===== config.mk =====
export PLATFORM = sky130hd
export DESIGN_NAME = source_char_preprocessor
export DESIGN_NICKNAME = d
export VERILOG_FILES = /design/src/hdl/scp_pkg.sv /design/src/hdl/source_char_preprocessor.sv /design/src/hdl/scp_front.sv /design/src/hdl/scp_queue.sv /design/src/hdl/scp_back.sv
export SDC_FILE = /design/constraint.sdc
export NUM_CORES = 1
export LEC_CHECK = 0
export BUFFER_PORTS_ARGS = -buffer_cell sky130_fd_sc_hd__buf_4
export CAP_MARGIN = 5
export CORE_MARGIN = 2
export CORE_UTILIZATION = 45
export DETAILED_ROUTE_END_ITERATION = 8
export PLACE_DENSITY = 0.75
export REMOVE_ABC_BUFFERS = 1
export SETUP_SLACK_MARGIN = 0.02
export SLEW_MARGIN = 30
export SYNTH_ARGS = -nofsm -noshare
export SYNTH_HDL_FRONTEND = slang
export SYNTH_SLANG_ARGS = --single-unit

===== constraint.sdc =====
create_clock -name i_clk -period 8.4 [get_ports i_clk]
set_input_delay 1.68 -clock i_clk [delete_from_list [all_inputs] [get_ports i_clk]]
set_output_delay 1.68 -clock i_clk [all_outputs]
set_load 0.02 [all_outputs]

===== src/hdl/scp_pkg.sv =====
// Shared types, character codes and helpers for the source character preprocessor.
// No dependencies; imported by every module of the block.
package scp_pkg;

    localparam int SEED_MAX_CHARS_DEF = 8;
    localparam int HELD_DEPTH         = 5;
    localparam int QUEUE_DEPTH        = 2;

    localparam logic [7:0] CH_TAB    = 8'h09;
    localparam logic [7:0] CH_LF     = 8'h0A;
    localparam logic [7:0] CH_CR     = 8'h0D;
    localparam logic [7:0] CH_SPACE  = 8'h20;
    localparam logic [7:0] CH_DOLLAR = 8'h24;
    localparam logic [7:0] CH_BSLASH = 8'h5C;
    localparam logic [7:0] CH_U      = 8'h75;
    localparam logic [7:0] CH_UP_S   = 8'h53;
    localparam logic [7:0] CH_UP_E   = 8'h45;
    localparam logic [7:0] CH_UP_D   = 8'h44;

    localparam logic CFG_SEED_CHARS  = 1'b0;
    localparam logic CFG_SEED_LENGTH = 1'b1;

    typedef enum logic [1:0] {
        SP_NONE,
        SP_ESC,
        SP_SEED
    } t_spec;

    typedef enum logic [1:0] {
        BK_IDLE,
        BK_BYTES,
        BK_SPECIAL,
        BK_NEWLINE
    } t_bk_state;

    // One classified input byte: plain bytes to expand, then an optional escape
    // value or seed, then an optional final newline.
    typedef struct packed {
        logic [HELD_DEPTH-1:0][7:0] bytes;
        logic [2:0]                 nbytes;
        t_spec                      spec;
        logic [15:0]                esc;
        logic                       last;
    } t_job;

    function automatic logic [15:0] sext8(input logic [7:0] b);
        return {{8{b[7]}}, b};
    endfunction

endpackage


===== src/hdl/source_char_preprocessor.sv =====
// Source character preprocessor, top level: seed registers, front end,
// job queue and back end. Depends on scp_pkg, scp_front, scp_queue, scp_back.
// Throughput: one byte per cycle while each byte yields one character and the output
// is not stalled; a byte that yields several characters (tab, seed, flush, final newline)
// holds the back end until all of them are out.
// Reset (synchronous, active low) clears the held prefix, the queue and both seed registers.
module source_char_preprocessor
    import scp_pkg::*;
#(
    parameter int SEED_MAX_CHARS = SEED_MAX_CHARS_DEF
) (
    input  logic        i_clk,
    input  logic        i_rst_n,
    input  logic        i_cfg_valid,
    output logic        o_cfg_ready,
    input  logic        i_cfg_index,
    input  logic [63:0] i_cfg_data,
    input  logic        i_in_valid,
    output logic        o_in_stall,
    input  logic [7:0]  i_in_byte,
    input  logic        i_in_last,
    output logic        o_out_valid,
    input  logic        i_out_stall,
    output logic [15:0] o_out_char,
    output logic        o_out_last
);

    logic [SEED_MAX_CHARS*8-1:0] r_seed_chars;
    logic [3:0]                  r_seed_len;
    logic                        q_full;
    logic                        q_valid;
    logic                        q_push;
    logic                        q_pop;
    t_job                        front_job;
    t_job                        q_head;

    assign o_cfg_ready = 1'b1;

    // saturate the seed length on write
    always_ff @(posedge i_clk) begin
        if (!i_rst_n) begin
            r_seed_chars <= '0;
            r_seed_len   <= '0;
        end else if (i_cfg_valid) begin
            case (i_cfg_index)
                CFG_SEED_CHARS: begin
                    r_seed_chars <= i_cfg_data[SEED_MAX_CHARS*8-1:0];
                end
                CFG_SEED_LENGTH: begin
                    r_seed_len <= (i_cfg_data[3:0] > 4'(SEED_MAX_CHARS)) ?
                                  4'(SEED_MAX_CHARS) : i_cfg_data[3:0];
                end
                default: begin
                    r_seed_len <= r_seed_len;
                end
            endcase
        end
    end

    scp_front u_front (
        .i_clk      (i_clk),
        .i_rst_n    (i_rst_n),
        .i_in_valid (i_in_valid),
        .i_in_byte  (i_in_byte),
        .i_in_last  (i_in_last),
        .i_q_full   (q_full),
        .i_seed_len (r_seed_len),
        .o_in_stall (o_in_stall),
        .o_push     (q_push),
        .o_job      (front_job)
    );

    scp_queue u_queue (
        .i_clk   (i_clk),
        .i_rst_n (i_rst_n),
        .i_push  (q_push),
        .i_data  (front_job),
        .i_pop   (q_pop),
        .o_full  (q_full),
        .o_valid (q_valid),
        .o_head  (q_head)
    );

    scp_back #(
        .SEED_MAX_CHARS (SEED_MAX_CHARS)
    ) u_back (
        .i_clk        (i_clk),
        .i_rst_n      (i_rst_n),
        .i_q_valid    (q_valid),
        .i_q_head     (q_head),
        .o_q_pop      (q_pop),
        .i_seed_chars (r_seed_chars),
        .i_seed_len   (r_seed_len),
        .o_out_valid  (o_out_valid),
        .i_out_stall  (i_out_stall),
        .o_out_char   (o_out_char),
        .o_out_last   (o_out_last)
    );

endmodule


===== src/hdl/scp_front.sv =====
// Front end: holds partial escape and seed prefixes and turns each input
// byte into at most one job for the back end. Depends on scp_pkg.
module scp_front
    import scp_pkg::*;
(
    input  logic        i_clk,
    input  logic        i_rst_n,
    input  logic        i_in_valid,
    input  logic [7:0]  i_in_byte,
    input  logic        i_in_last,
    input  logic        i_q_full,
    input  logic [3:0]  i_seed_len,
    output logic        o_in_stall,
    output logic        o_push,
    output t_job        o_job
);

    logic [7:0] r_held [HELD_DEPTH];
    logic [7:0] n_held [HELD_DEPTH];
    logic [2:0] r_cnt;
    logic [2:0] n_cnt;
    t_job       job;
    logic       accept;

    function automatic logic [4:0] hex_decode(input logic [7:0] c);
        logic [4:0] res;
        res = '0;
        if (c >= 8'h30 && c <= 8'h39) begin
            res = {1'b1, 4'(c - 8'h30)};
        end else if (c >= 8'h61 && c <= 8'h66) begin
            res = {1'b1, 4'(c - 8'h57)};
        end else if (c >= 8'h41 && c <= 8'h46) begin
            res = {1'b1, 4'(c - 8'h37)};
        end
        return res;
    endfunction

    // An invalid digit sets its nibble and every nibble above it.
    function automatic logic [15:0] esc_value(input logic [3:0][7:0] d);
        logic [4:0]  h;
        logic [15:0] r;
        r = '0;
        for (int k = 0; k < 4; k++) begin
            h = hex_decode(d[k]);
            if (h[4]) begin
                r = r | (16'(h[3:0]) << (4 * k));
            end else begin
                r = r | (16'hFFFF << (4 * k));
            end
        end
        return r;
    endfunction

    function automatic logic [7:0] seed_letter(input logic [2:0] cnt);
        logic [7:0] c;
        case (cnt)
            3'd1:    c = CH_UP_S;
            3'd2:    c = CH_UP_E;
            3'd3:    c = CH_UP_E;
            3'd4:    c = CH_UP_D;
            default: c = 8'h00;
        endcase
        return c;
    endfunction

    assign accept     = i_in_valid && !i_q_full;
    assign o_in_stall = i_q_full;

    always_comb begin
        logic [2:0] pn;
        logic       fresh;
        logic [7:0] b;
        n_held = r_held;
        n_cnt  = r_cnt;
        job    = '0;
        pn     = '0;
        fresh  = 1'b0;
        b      = i_in_byte;

        if (r_cnt == 3'd0 || r_cnt > 3'(HELD_DEPTH)) begin
            n_cnt = '0;
            fresh = 1'b1;
        end else if (r_held[0] == CH_BSLASH) begin
            if (r_cnt == 3'd1) begin
                if (b == CH_U) begin
                    n_held[1] = b;
                    n_cnt     = 3'd2;
                end else begin
                    n_cnt             = '0;
                    job.bytes[pn]     = CH_BSLASH;
                    pn                = pn + 3'd1;
                    fresh             = 1'b1;
                end
            end else if (r_cnt < 3'(HELD_DEPTH)) begin
                n_held[r_cnt] = b;
                n_cnt         = r_cnt + 3'd1;
            end else begin
                job.spec = SP_ESC;
                job.esc  = esc_value({r_held[2], r_held[3], r_held[4], b});
                n_cnt    = '0;
            end
        end else begin
            if (r_cnt <= 3'd4 && b == seed_letter(r_cnt)) begin
                if (r_cnt == 3'd4) begin
                    n_cnt = '0;
                    if (i_seed_len != 4'd0) begin
                        job.spec = SP_SEED;
                    end
                end else begin
                    n_held[r_cnt] = b;
                    n_cnt         = r_cnt + 3'd1;
                end
            end else begin
                // mismatch: flush the held prefix literally
                for (int i = 0; i < HELD_DEPTH; i++) begin
                    if (3'(i) < r_cnt && r_held[i] != CH_CR && pn < 3'(HELD_DEPTH)) begin
                        job.bytes[pn] = r_held[i];
                        pn            = pn + 3'd1;
                    end
                end
                n_cnt = '0;
                fresh = 1'b1;
            end
        end

        if (fresh) begin
            if (b == CH_BSLASH || b == CH_DOLLAR) begin
                n_held[0] = b;
                n_cnt     = 3'd1;
            end else if (b != CH_CR && pn < 3'(HELD_DEPTH)) begin
                job.bytes[pn] = b;
                pn            = pn + 3'd1;
            end
        end

        if (i_in_last) begin
            for (int i = 0; i < HELD_DEPTH; i++) begin
                if (3'(i) < n_cnt && n_held[i] != CH_CR && pn < 3'(HELD_DEPTH)) begin
                    job.bytes[pn] = n_held[i];
                    pn            = pn + 3'd1;
                end
            end
            n_cnt    = '0;
            job.last = 1'b1;
        end

        job.nbytes = pn;
    end

    assign o_job  = job;
    assign o_push = accept && (job.nbytes != 3'd0 || job.spec != SP_NONE || job.last);

    always_ff @(posedge i_clk) begin
        if (!i_rst_n) begin
            r_cnt <= '0;
        end else if (accept) begin
            r_cnt <= n_cnt;
        end
    end

    always_ff @(posedge i_clk) begin
        if (accept) begin
            r_held <= n_held;
        end
    end

endmodule


===== src/hdl/scp_queue.sv =====
// Short job queue between the front and back ends.
// Depends on scp_pkg for the job type and depth.
module scp_queue
    import scp_pkg::*;
(
    input  logic i_clk,
    input  logic i_rst_n,
    input  logic i_push,
    input  t_job i_data,
    input  logic i_pop,
    output logic o_full,
    output logic o_valid,
    output t_job o_head
);

    localparam int PTR_W = (QUEUE_DEPTH > 1) ? $clog2(QUEUE_DEPTH) : 1;
    localparam int CNT_W = $clog2(QUEUE_DEPTH + 1);

    t_job             r_mem [QUEUE_DEPTH];
    logic [PTR_W-1:0] r_wr_ptr;
    logic [PTR_W-1:0] r_rd_ptr;
    logic [CNT_W-1:0] r_count;

    function automatic logic [PTR_W-1:0] ptr_inc(input logic [PTR_W-1:0] p);
        return (p == PTR_W'(QUEUE_DEPTH - 1)) ? '0 : p + PTR_W'(1);
    endfunction

    assign o_full  = (r_count == CNT_W'(QUEUE_DEPTH));
    assign o_valid = (r_count != '0);
    assign o_head  = r_mem[r_rd_ptr];

    always_ff @(posedge i_clk) begin
        if (!i_rst_n) begin
            r_wr_ptr <= '0;
            r_rd_ptr <= '0;
            r_count  <= '0;
        end else begin
            if (i_push) begin
                r_wr_ptr <= ptr_inc(r_wr_ptr);
            end
            if (i_pop) begin
                r_rd_ptr <= ptr_inc(r_rd_ptr);
            end
            if (i_push && !i_pop) begin
                r_count <= r_count + CNT_W'(1);
            end else if (i_pop && !i_push) begin
                r_count <= r_count - CNT_W'(1);
            end
        end
    end

    always_ff @(posedge i_clk) begin
        if (i_push) begin
            r_mem[r_wr_ptr] <= i_data;
        end
    end

    a_no_overflow: assert property (@(posedge i_clk) disable iff (!i_rst_n)
        i_push |-> (!o_full || i_pop))
        else $error("job queue written while full");

    a_no_underflow: assert property (@(posedge i_clk) disable iff (!i_rst_n)
        i_pop |-> o_valid)
        else $error("job queue read while empty");

    a_count_bound: assert property (@(posedge i_clk) disable iff (!i_rst_n)
        r_count <= CNT_W'(QUEUE_DEPTH))
        else $error("job queue count out of range");

    a_count_track: assert property (@(posedge i_clk) disable iff (!i_rst_n)
        (i_push && !i_pop) |=> (r_count == $past(r_count) + CNT_W'(1)))
        else $error("job queue count missed a transfer");

endmodule


===== src/hdl/scp_back.sv =====
// Back end: expands queued jobs into 16-bit characters, one per cycle while the output
// is not stalled, through an output register. Depends on scp_pkg.
module scp_back
    import scp_pkg::*;
#(
    parameter int SEED_MAX_CHARS = SEED_MAX_CHARS_DEF
) (
    input  logic                        i_clk,
    input  logic                        i_rst_n,
    input  logic                        i_q_valid,
    input  t_job                        i_q_head,
    output logic                        o_q_pop,
    input  logic [SEED_MAX_CHARS*8-1:0] i_seed_chars,
    input  logic [3:0]                  i_seed_len,
    output logic                        o_out_valid,
    input  logic                        i_out_stall,
    output logic [15:0]                 o_out_char,
    output logic                        o_out_last
);

    localparam int SIDX_W = (SEED_MAX_CHARS > 1) ? $clog2(SEED_MAX_CHARS) : 1;

    t_bk_state         r_state;
    t_bk_state         n_state;
    t_job              r_job;
    logic [2:0]        r_idx;
    logic [2:0]        n_idx;
    logic              r_half;
    logic              n_half;
    logic [SIDX_W-1:0] r_sidx;
    logic [SIDX_W-1:0] n_sidx;
    logic              r_out_valid;
    logic [15:0]       r_out_char;
    logic              r_out_last;

    logic              ld;
    logic              load;
    logic [7:0]        cur_byte;
    logic              is_tab;
    logic [15:0]       cur_char;
    logic              cur_last;
    logic              phase_done;

    function automatic t_bk_state first_state(input t_job j);
        t_bk_state s;
        if (j.nbytes != 3'd0) begin
            s = BK_BYTES;
        end else if (j.spec != SP_NONE) begin
            s = BK_SPECIAL;
        end else begin
            s = BK_NEWLINE;
        end
        return s;
    endfunction

    assign ld       = !r_out_valid || !i_out_stall;
    assign cur_byte = r_job.bytes[r_idx];
    assign is_tab   = (cur_byte == CH_TAB);

    // output logic: character of the current step
    always_comb begin
        cur_char   = '0;
        cur_last   = 1'b0;
        phase_done = 1'b0;
        case (r_state)
            BK_BYTES: begin
                cur_char   = is_tab ? {8'h00, CH_SPACE} : sext8(cur_byte);
                phase_done = (!is_tab || r_half) && (r_idx == r_job.nbytes - 3'd1);
            end
            BK_SPECIAL: begin
                if (r_job.spec == SP_ESC) begin
                    cur_char   = r_job.esc;
                    phase_done = 1'b1;
                end else begin
                    cur_char   = sext8(i_seed_chars[8*r_sidx +: 8]);
                    phase_done = (4'(r_sidx) + 4'd1 == i_seed_len);
                end
            end
            BK_NEWLINE: begin
                cur_char   = {8'h00, CH_LF};
                cur_last   = 1'b1;
                phase_done = 1'b1;
            end
            default: begin
                cur_char   = '0;
                cur_last   = 1'b0;
                phase_done = 1'b0;
            end
        endcase
    end

    // next state and step counters
    always_comb begin
        n_state = r_state;
        n_idx   = r_idx;
        n_half  = r_half;
        n_sidx  = r_sidx;
        load    = 1'b0;
        case (r_state)
            BK_IDLE: begin
                load = i_q_valid;
            end
            BK_BYTES: begin
                if (ld) begin
                    if (phase_done) begin
                        n_idx  = '0;
                        n_half = 1'b0;
                        if (r_job.spec != SP_NONE) begin
                            n_state = BK_SPECIAL;
                        end else if (r_job.last) begin
                            n_state = BK_NEWLINE;
                        end else begin
                            n_state = BK_IDLE;
                            load    = i_q_valid;
                        end
                    end else if (is_tab && !r_half) begin
                        n_half = 1'b1;
                    end else begin
                        n_half = 1'b0;
                        n_idx  = r_idx + 3'd1;
                    end
                end
            end
            BK_SPECIAL: begin
                if (ld) begin
                    if (phase_done) begin
                        n_sidx = '0;
                        if (r_job.last) begin
                            n_state = BK_NEWLINE;
                        end else begin
                            n_state = BK_IDLE;
                            load    = i_q_valid;
                        end
                    end else begin
                        n_sidx = r_sidx + SIDX_W'(1);
                    end
                end
            end
            BK_NEWLINE: begin
                if (ld) begin
                    n_state = BK_IDLE;
                    load    = i_q_valid;
                end
            end
            default: begin
                n_state = BK_IDLE;
            end
        endcase
        if (load) begin
            n_state = first_state(i_q_head);
            n_idx   = '0;
            n_half  = 1'b0;
            n_sidx  = '0;
        end
    end

    assign o_q_pop = load;

    always_ff @(posedge i_clk) begin
        if (!i_rst_n) begin
            r_state     <= BK_IDLE;
            r_idx       <= '0;
            r_half      <= 1'b0;
            r_sidx      <= '0;
            r_out_valid <= 1'b0;
        end else begin
            r_state <= n_state;
            r_idx   <= n_idx;
            r_half  <= n_half;
            r_sidx  <= n_sidx;
            if (ld) begin
                r_out_valid <= (r_state != BK_IDLE);
            end
        end
    end

    always_ff @(posedge i_clk) begin
        if (load) begin
            r_job <= i_q_head;
        end
        if (ld) begin
            r_out_char <= cur_char;
            r_out_last <= cur_last;
        end
    end

    assign o_out_valid = r_out_valid;
    assign o_out_char  = r_out_char;
    assign o_out_last  = r_out_last;

endmodule

# Yosys cells after proc, flatten, opt, wreduce, memory -nomap -nowiden

Memory sizes are Yosys's and may differ from the RTL's. A register that Yosys moved wholly into a read port is not among the register bits.
Cells that the tools add are included.

Register bits: 204
Bits in latches: 0
Bits in writable memories: 124
Memory bits (read-only): 0
Input bits: 79
Output and inout port bits: 20
Logic and storage cells: 481
Memories: 1

Add/subtract/negate cells: 31
$mul: 0
Div/mod/pow operators: 0
$lt $le $gt $ge: 71
Equality and inequality tests: 34
Shift-type cells: 1
Multiplexer cells: 227
Bitwise gates (word level): 6
Reduce and logical (&&, ||, !) cells: 83

Memory list:

| name          | depth | bits a word | read ports | clocked after memory_dff | wr ports | line            | RTL |
|---|---|---|---|---|---|---|---|
| u_queue.r_mem | 2     | 62          | 1          | 1                        | 1        | scp_queue.sv:19 | `t_job r_mem [QUEUE_DEPTH];` |

Operator list:

| kind                  | count |
|---|---|
| $mux W40              | 33 |
| $bwmux W40            | 11 |
| $mux W16              | 19 |
| $demux W8 S3          | 11 |
| $mux W8               | 25 |
| $mux W5               | 28 |
| $mux W3               | 45 |
| $ne A8 B4 Y1 const B  | 11 |
| $ge A8 B7 Y1 const B  | 8 |
| $le A8 B7 Y1 const B  | 8 |
| $shiftx A64 B7 Y8     | 1 |
| $logic_and A1 B1 Y1   | 50 |
| $pmux W16 S3          | 1 |
| $lt A3 B4 Y1 const B  | 11 |
| $add A3 B1 Y3 const B | 13 |
| $mux W18              | 2 |
| $lt A3 B3 Y1 const B  | 11 |
| $ge A8 B6 Y1 const B  | 4 |
| $le A8 B6 Y1 const B  | 4 |
| $mux W2               | 16 |
| $mux W32              | 1 |
| $sub A4 B3 Y4 const B | 8 |
| $ge A3 B1 Y1 const B  | 10 |
| $mux W1               | 26 |
| other kinds (52)      | 96 |

# Longest topological paths before layout

Word-level depth: 67
Gate-level depth with buffers: 42
Depth with buffers taken out: 37

# Cells and area by module

From an unflattened synthesis, not the netlist that was laid out.

Cells, all modules: 2127
Area total of the unflattened synthesis: 20851.2 sq um

By module, submodules not included:

| module                   | times used | cells an instance | area each (sq um) | seq. area each (sq um) |
|---|---|---|---|---|
| scp_front                | 1          | 1278              | 9156.3            | 1261.2 |
| scp_queue                | 1          | 215               | 4715.8            | 3823.7 |
| scp_back                 | 1          | 336               | 4366.7            | 2572.5 |
| source_char_preprocessor | 1          | 298               | 2612.5            | 1361.3 |

# Least setup slack after synthesis

No wires, ideal clock.

Kind: register -> register
Start: reg u_front.r_cnt[2]
End: mem u_queue.r_mem[0][30] (netlist name), data pin
Setup time: 265 ps
Arrival time: 8762 ps
Required time: 8135 ps
Setup slack: -627 ps
Cell stages (with the launch flop): 39
Path buffers: 6
Clock period less this slack: 9027 ps
Cells stage by stage: dfxtp_1 buf_2 buf_2 buf_1 nor3_1 a31oi_1 fa_1 clkbuf_1 nor2b_1 a211oi_1 nor2_1 a21boi_0 inv_1 ha_1 o311ai_1 o31a_2 inv_1 ha_1 [... 3 more ...] mux2i_4 inv_1 ha_1 nor2_1 a21oi_1 ha_1 nand4_1 o221ai_2 or3_1 buf_2 ha_1 nand2_1 and2_1 a21o_1 buf_1 nand4b_1 o2111a_1 a311o_1

RTL lines:

| what                     | line             | RTL |
|---|---|---|
| start: declaration       | scp_front.sv:20  | `logic [2:0] r_cnt;` |
| start signal: assignment | scp_front.sv:157 | `r_cnt <= n_cnt;` |
| end: declaration         | scp_queue.sv:19  |  |

==> impl_metrics.py <==
metrics = {
    "run_status": {
        "status": "completed",
    },
    "global_routing": {
        "grtUsageTotal_pct": 30.26,
        "overflow": 0,
        "grt_pass1_vias": 17055,
        "antenna_found_initial": 0,
        "grt_pass1_wl_um": 105800,
        "grt_max_degree": 100,
    },
    "sta": {
        "drv_slew": 0,
        "tightest_slew_ps": 1071,
        "finalCriticalPeriod_ps": 8081,
        "fmax_mhz": 123.7,
        "setup_viol_count_final": 0,
        "max-slew-margin-rel_pct": 26.54,
        "final-hold-violation-count": 0,
        "period_share_pct": 96.21,
        "clock_skew_ps": 22.39,
        "hold_ws_ps": 465.0,
    },
    "placement": {
        "hpwl_um": 53220,
        "place_area_sq_mm": 0.02191,
        "io_buffers": 97,
        "dp_cells": 2721,
        "place_congestion": 1.028,
    },
    "drt": {
        "viasPerCell": 6.264,
        "drt_pre_antenna_iters": 6,
        "routedWlPerCell_um": 25.52,
        "route.antenna.remaining_nets": 0,
        "drt_iter0_drc": 1899,
        "vias": 17509,
        "drt-total-wl_um": 71330,
        "drcViolationCount": 0,
    },
    "worst_setup_path": {
        "crit_required_ps": 8630,
        "reg2reg_to": "u_queue.r_mem[0][53]$_DFFE_PP_",
        "critPathArrivalTime_ps": 8320,
        "critPathMaxStageDelay_ps": 570,
        "reg2reg_slack_ps": 320,
        "cp-start-kind": "flip-flop",
        "r2r_start": "u_front.r_cnt[1]$_SDFFE_PN0P_",
        "crit_start": "u_front.r_cnt[1]$_SDFFE_PN0P_",
        "crit_slowest_cell": "or4_1",
        "path_max_fanout": 14,
        "endpoint_kind": "flip-flop",
        "r2r_cells": 34,
        "critical_path_class": "reg2reg",
        "crit_top_cell": "ha_1",
        "crit_end": "u_queue.r_mem[0][53]$_DFFE_PP_",
    },
    "cts": {
        "cts_root_buf": "clkbuf_16",
        "h-tree-depth": 2,
        "cts_buffer_depth": 3,
        "clock-sinks": 329,
        "cts_tree": "done",
        "clock_latency_ps": 570,
        "cts_buffers": 36,
        "ctsHoldBuffers": 0,
        "cts.reportedPaths.clkPinSlew_ps": 60,
    },
    "die": {
        "initial_core_util_pct": 45.49,
        "die_height_um": 215.2,
        "num_io_pins": 99,
        "die_w_um": 215.2,
        "num_rows": 77,
        "die_area_sq_mm": 0.04631,
        "core_sq_mm": 0.04412,
    },
    "yosys": {
        "yosys.area.top_type_share_pct": 36.36,
        "async_flop_share_pct": 0,
        "synth.distinct_cells": 109,
        "synth_flop_cell": "edfxtp_1",
        "synth_top_cell_by_area": "edfxtp_1",
        "seq_area_frac_synth_pct": 44.93,
        "synth-warning-count": 0,
        "avgSynthCellArea_sq_um": 9.752,
        "netlist_area_sq_mm": 0.02007,
        "synthTopCellsByArea": "edfxtp_1 36%, dfxtp_1 8.6%, nand2_1 5.1%, mux2_2 4.8%, mux2i_1 4.3%",
        "synth_edf_count": 243,
        "ys_seq_elements": 329,
        "syn-instance-count": 2058,
    },
    "worst_hold_path": {
        "hp-class": "reg2reg",
    },
    "cells_and_area": {
        "fill_cells": 3947,
        "final_cell_mix": "271 x nand2_1, 243 x edfxtp_1, 222 x buf_4",
        "diodes": 0,
        "drive_gt1_share_pct": 20.65,
        "synthToLayoutAreaGrowth_pct": 16.57,
        "layout_commonest_cell": "nand2_1",
        "fin_nets": 2290,
        "fin_cells": 2795,
        "design_area_sq_mm": 0.02340,
    },
    "pwr": {
        "p_per_area_mw_per_mm2": 212.2,
        "leakage_uw": 0.008600,
        "vdd.ir_drop.worst_mv": 0.1359,
    },
    "flow_run": {
        "maxCapViolCount": 0,
    },
}
cells in the mapped netlist (35+ instances only):
cell type    n
mux2_2      86
edfxtp_1   243
dfxtp_1     86
a21oi_1    141
nand3_1     37
nor3_1      51
nor2_1     148
a21boi_0    68
inv_1       64
ha_1        35
clkbuf_1   118
nand2_1    271
o21ai_0     88
mux2i_1     86
critical path, delay by kind of cell, from the launching register on:
family / cells / cell delay, ps
and+or+nand+nor: 10 / 2750
adders and majority gates: 6 / 1600
buffers and inverters: 4 / 570
AOI/OAI and AO/OA: 11 / 1620
DFF: 1 / 370
muxes: 3 / 820
per-layer routing:
| metal | GRT usage [%] | wire (um) | vias up |
|---|---|---|---|
| met5 | 0 | 0 | - |
| met4 | 15.98 | 4094 | 0 |
| met3 | 5.152 | 5595 | 212 |
| met2 | 50.04 | 33240 | 890 |
| met1 | 37.99 | 28390 | 8471 |
| li1 | - | - | 7936 |
state kept, by name, indices dropped and copies added, names as in the netlist, 2 cells and up, named ones only:
name,count
r_seed_len,4
u_back.r_state,2
u_front.r_held,40
u_back.r_job,62
u_back.r_sidx,3
u_front.r_cnt,3
u_queue.r_mem,124
u_queue.r_count,2
u_back.r_idx,3
r_seed_chars,64
u_back.o_out_char,16
metrics by stage:
stage          setup WS, ps  power, uW  utilization [%]  TNS (ps)
6_report              318.5       4964            53.02         0
3_5_place_dp         -73.29       3301            49.65    -830.7
4_1_cts               77.50       4983            52.58         0
2_1_floorplan         -1159       2882                -   -122480
3_3_place_gp          101.1       3264            49.59         0
5_1_grt              -12.20       5147            53.02    -47.97
area by class of cell:
type | count | area (sq um) | share of cell area, %
Multi-Input combinational cell | 1518 | 10400 | 44.46
Inverter | 66 | 247.7 | 1.059
Timing Repair Buffer | 224 | 1705 | 7.289
Clock inverter | 22 | 264.0 | 1.128
Sequential cell | 329 | 9021 | 38.56
Clock buffer | 44 | 1015 | 4.337
Tap cell | 592 | 740.7 | 3.166
how the worst min path moves through the flow:
stage / startpoint / endpoint / slack [ps] / cells past startpoint
final: r_seed_chars[12]$_SDFFE_PN0P_ / r_seed_chars[12]$_SDFFE_PN0P_ / 460 / 2
after global routing: r_seed_chars[23]$_SDFFE_PN0P_ / r_seed_chars[23]$_SDFFE_PN0P_ / 490 / 2
after CTS: r_seed_chars[38]$_SDFFE_PN0P_ / r_seed_chars[38]$_SDFFE_PN0P_ / 470 / 2
after detailed placement: r_seed_chars[38]$_SDFFE_PN0P_ / r_seed_chars[38]$_SDFFE_PN0P_ / 460 / 2
after global placement: r_seed_chars[35]$_SDFFE_PN0P_ / r_seed_chars[35]$_SDFFE_PN0P_ / 450 / 2
after floorplan: r_seed_chars[23]$_SDFFE_PN0P_ / r_seed_chars[23]$_SDFFE_PN0P_ / 440 / 2
report_power, final:
| part | internal [uW] | total (uW) | switching, uW |
|---|---|---|---|
| sequential | 2120 | 2250 | 127 |
| combinational | 387 | 1030 | 647 |
| clock | 998 | 1680 | 685 |
what timing repair did:
item	4_1_cts	5_1_grt
endpoints found under the setup margin	22	86
gates resized for setup	3	23
pin swaps	0	5
setup buffers	0	7
logic make-up after synthesis:
family / after synthesis / synth area share [%]
AOI/OAI and AO/OA: 571 / 19.51
xor gates and xnor gates: 23 / 1.041
adders and majority gates: 36 / 2.282
buffers and inverters: 211 / 4.152
DFF: 329 / 44.93
muxes: 192 / 11.21
other: 1 / 0.01868
and+or+nand+nor: 695 / 16.85
(Power assumes the default switching activity.)
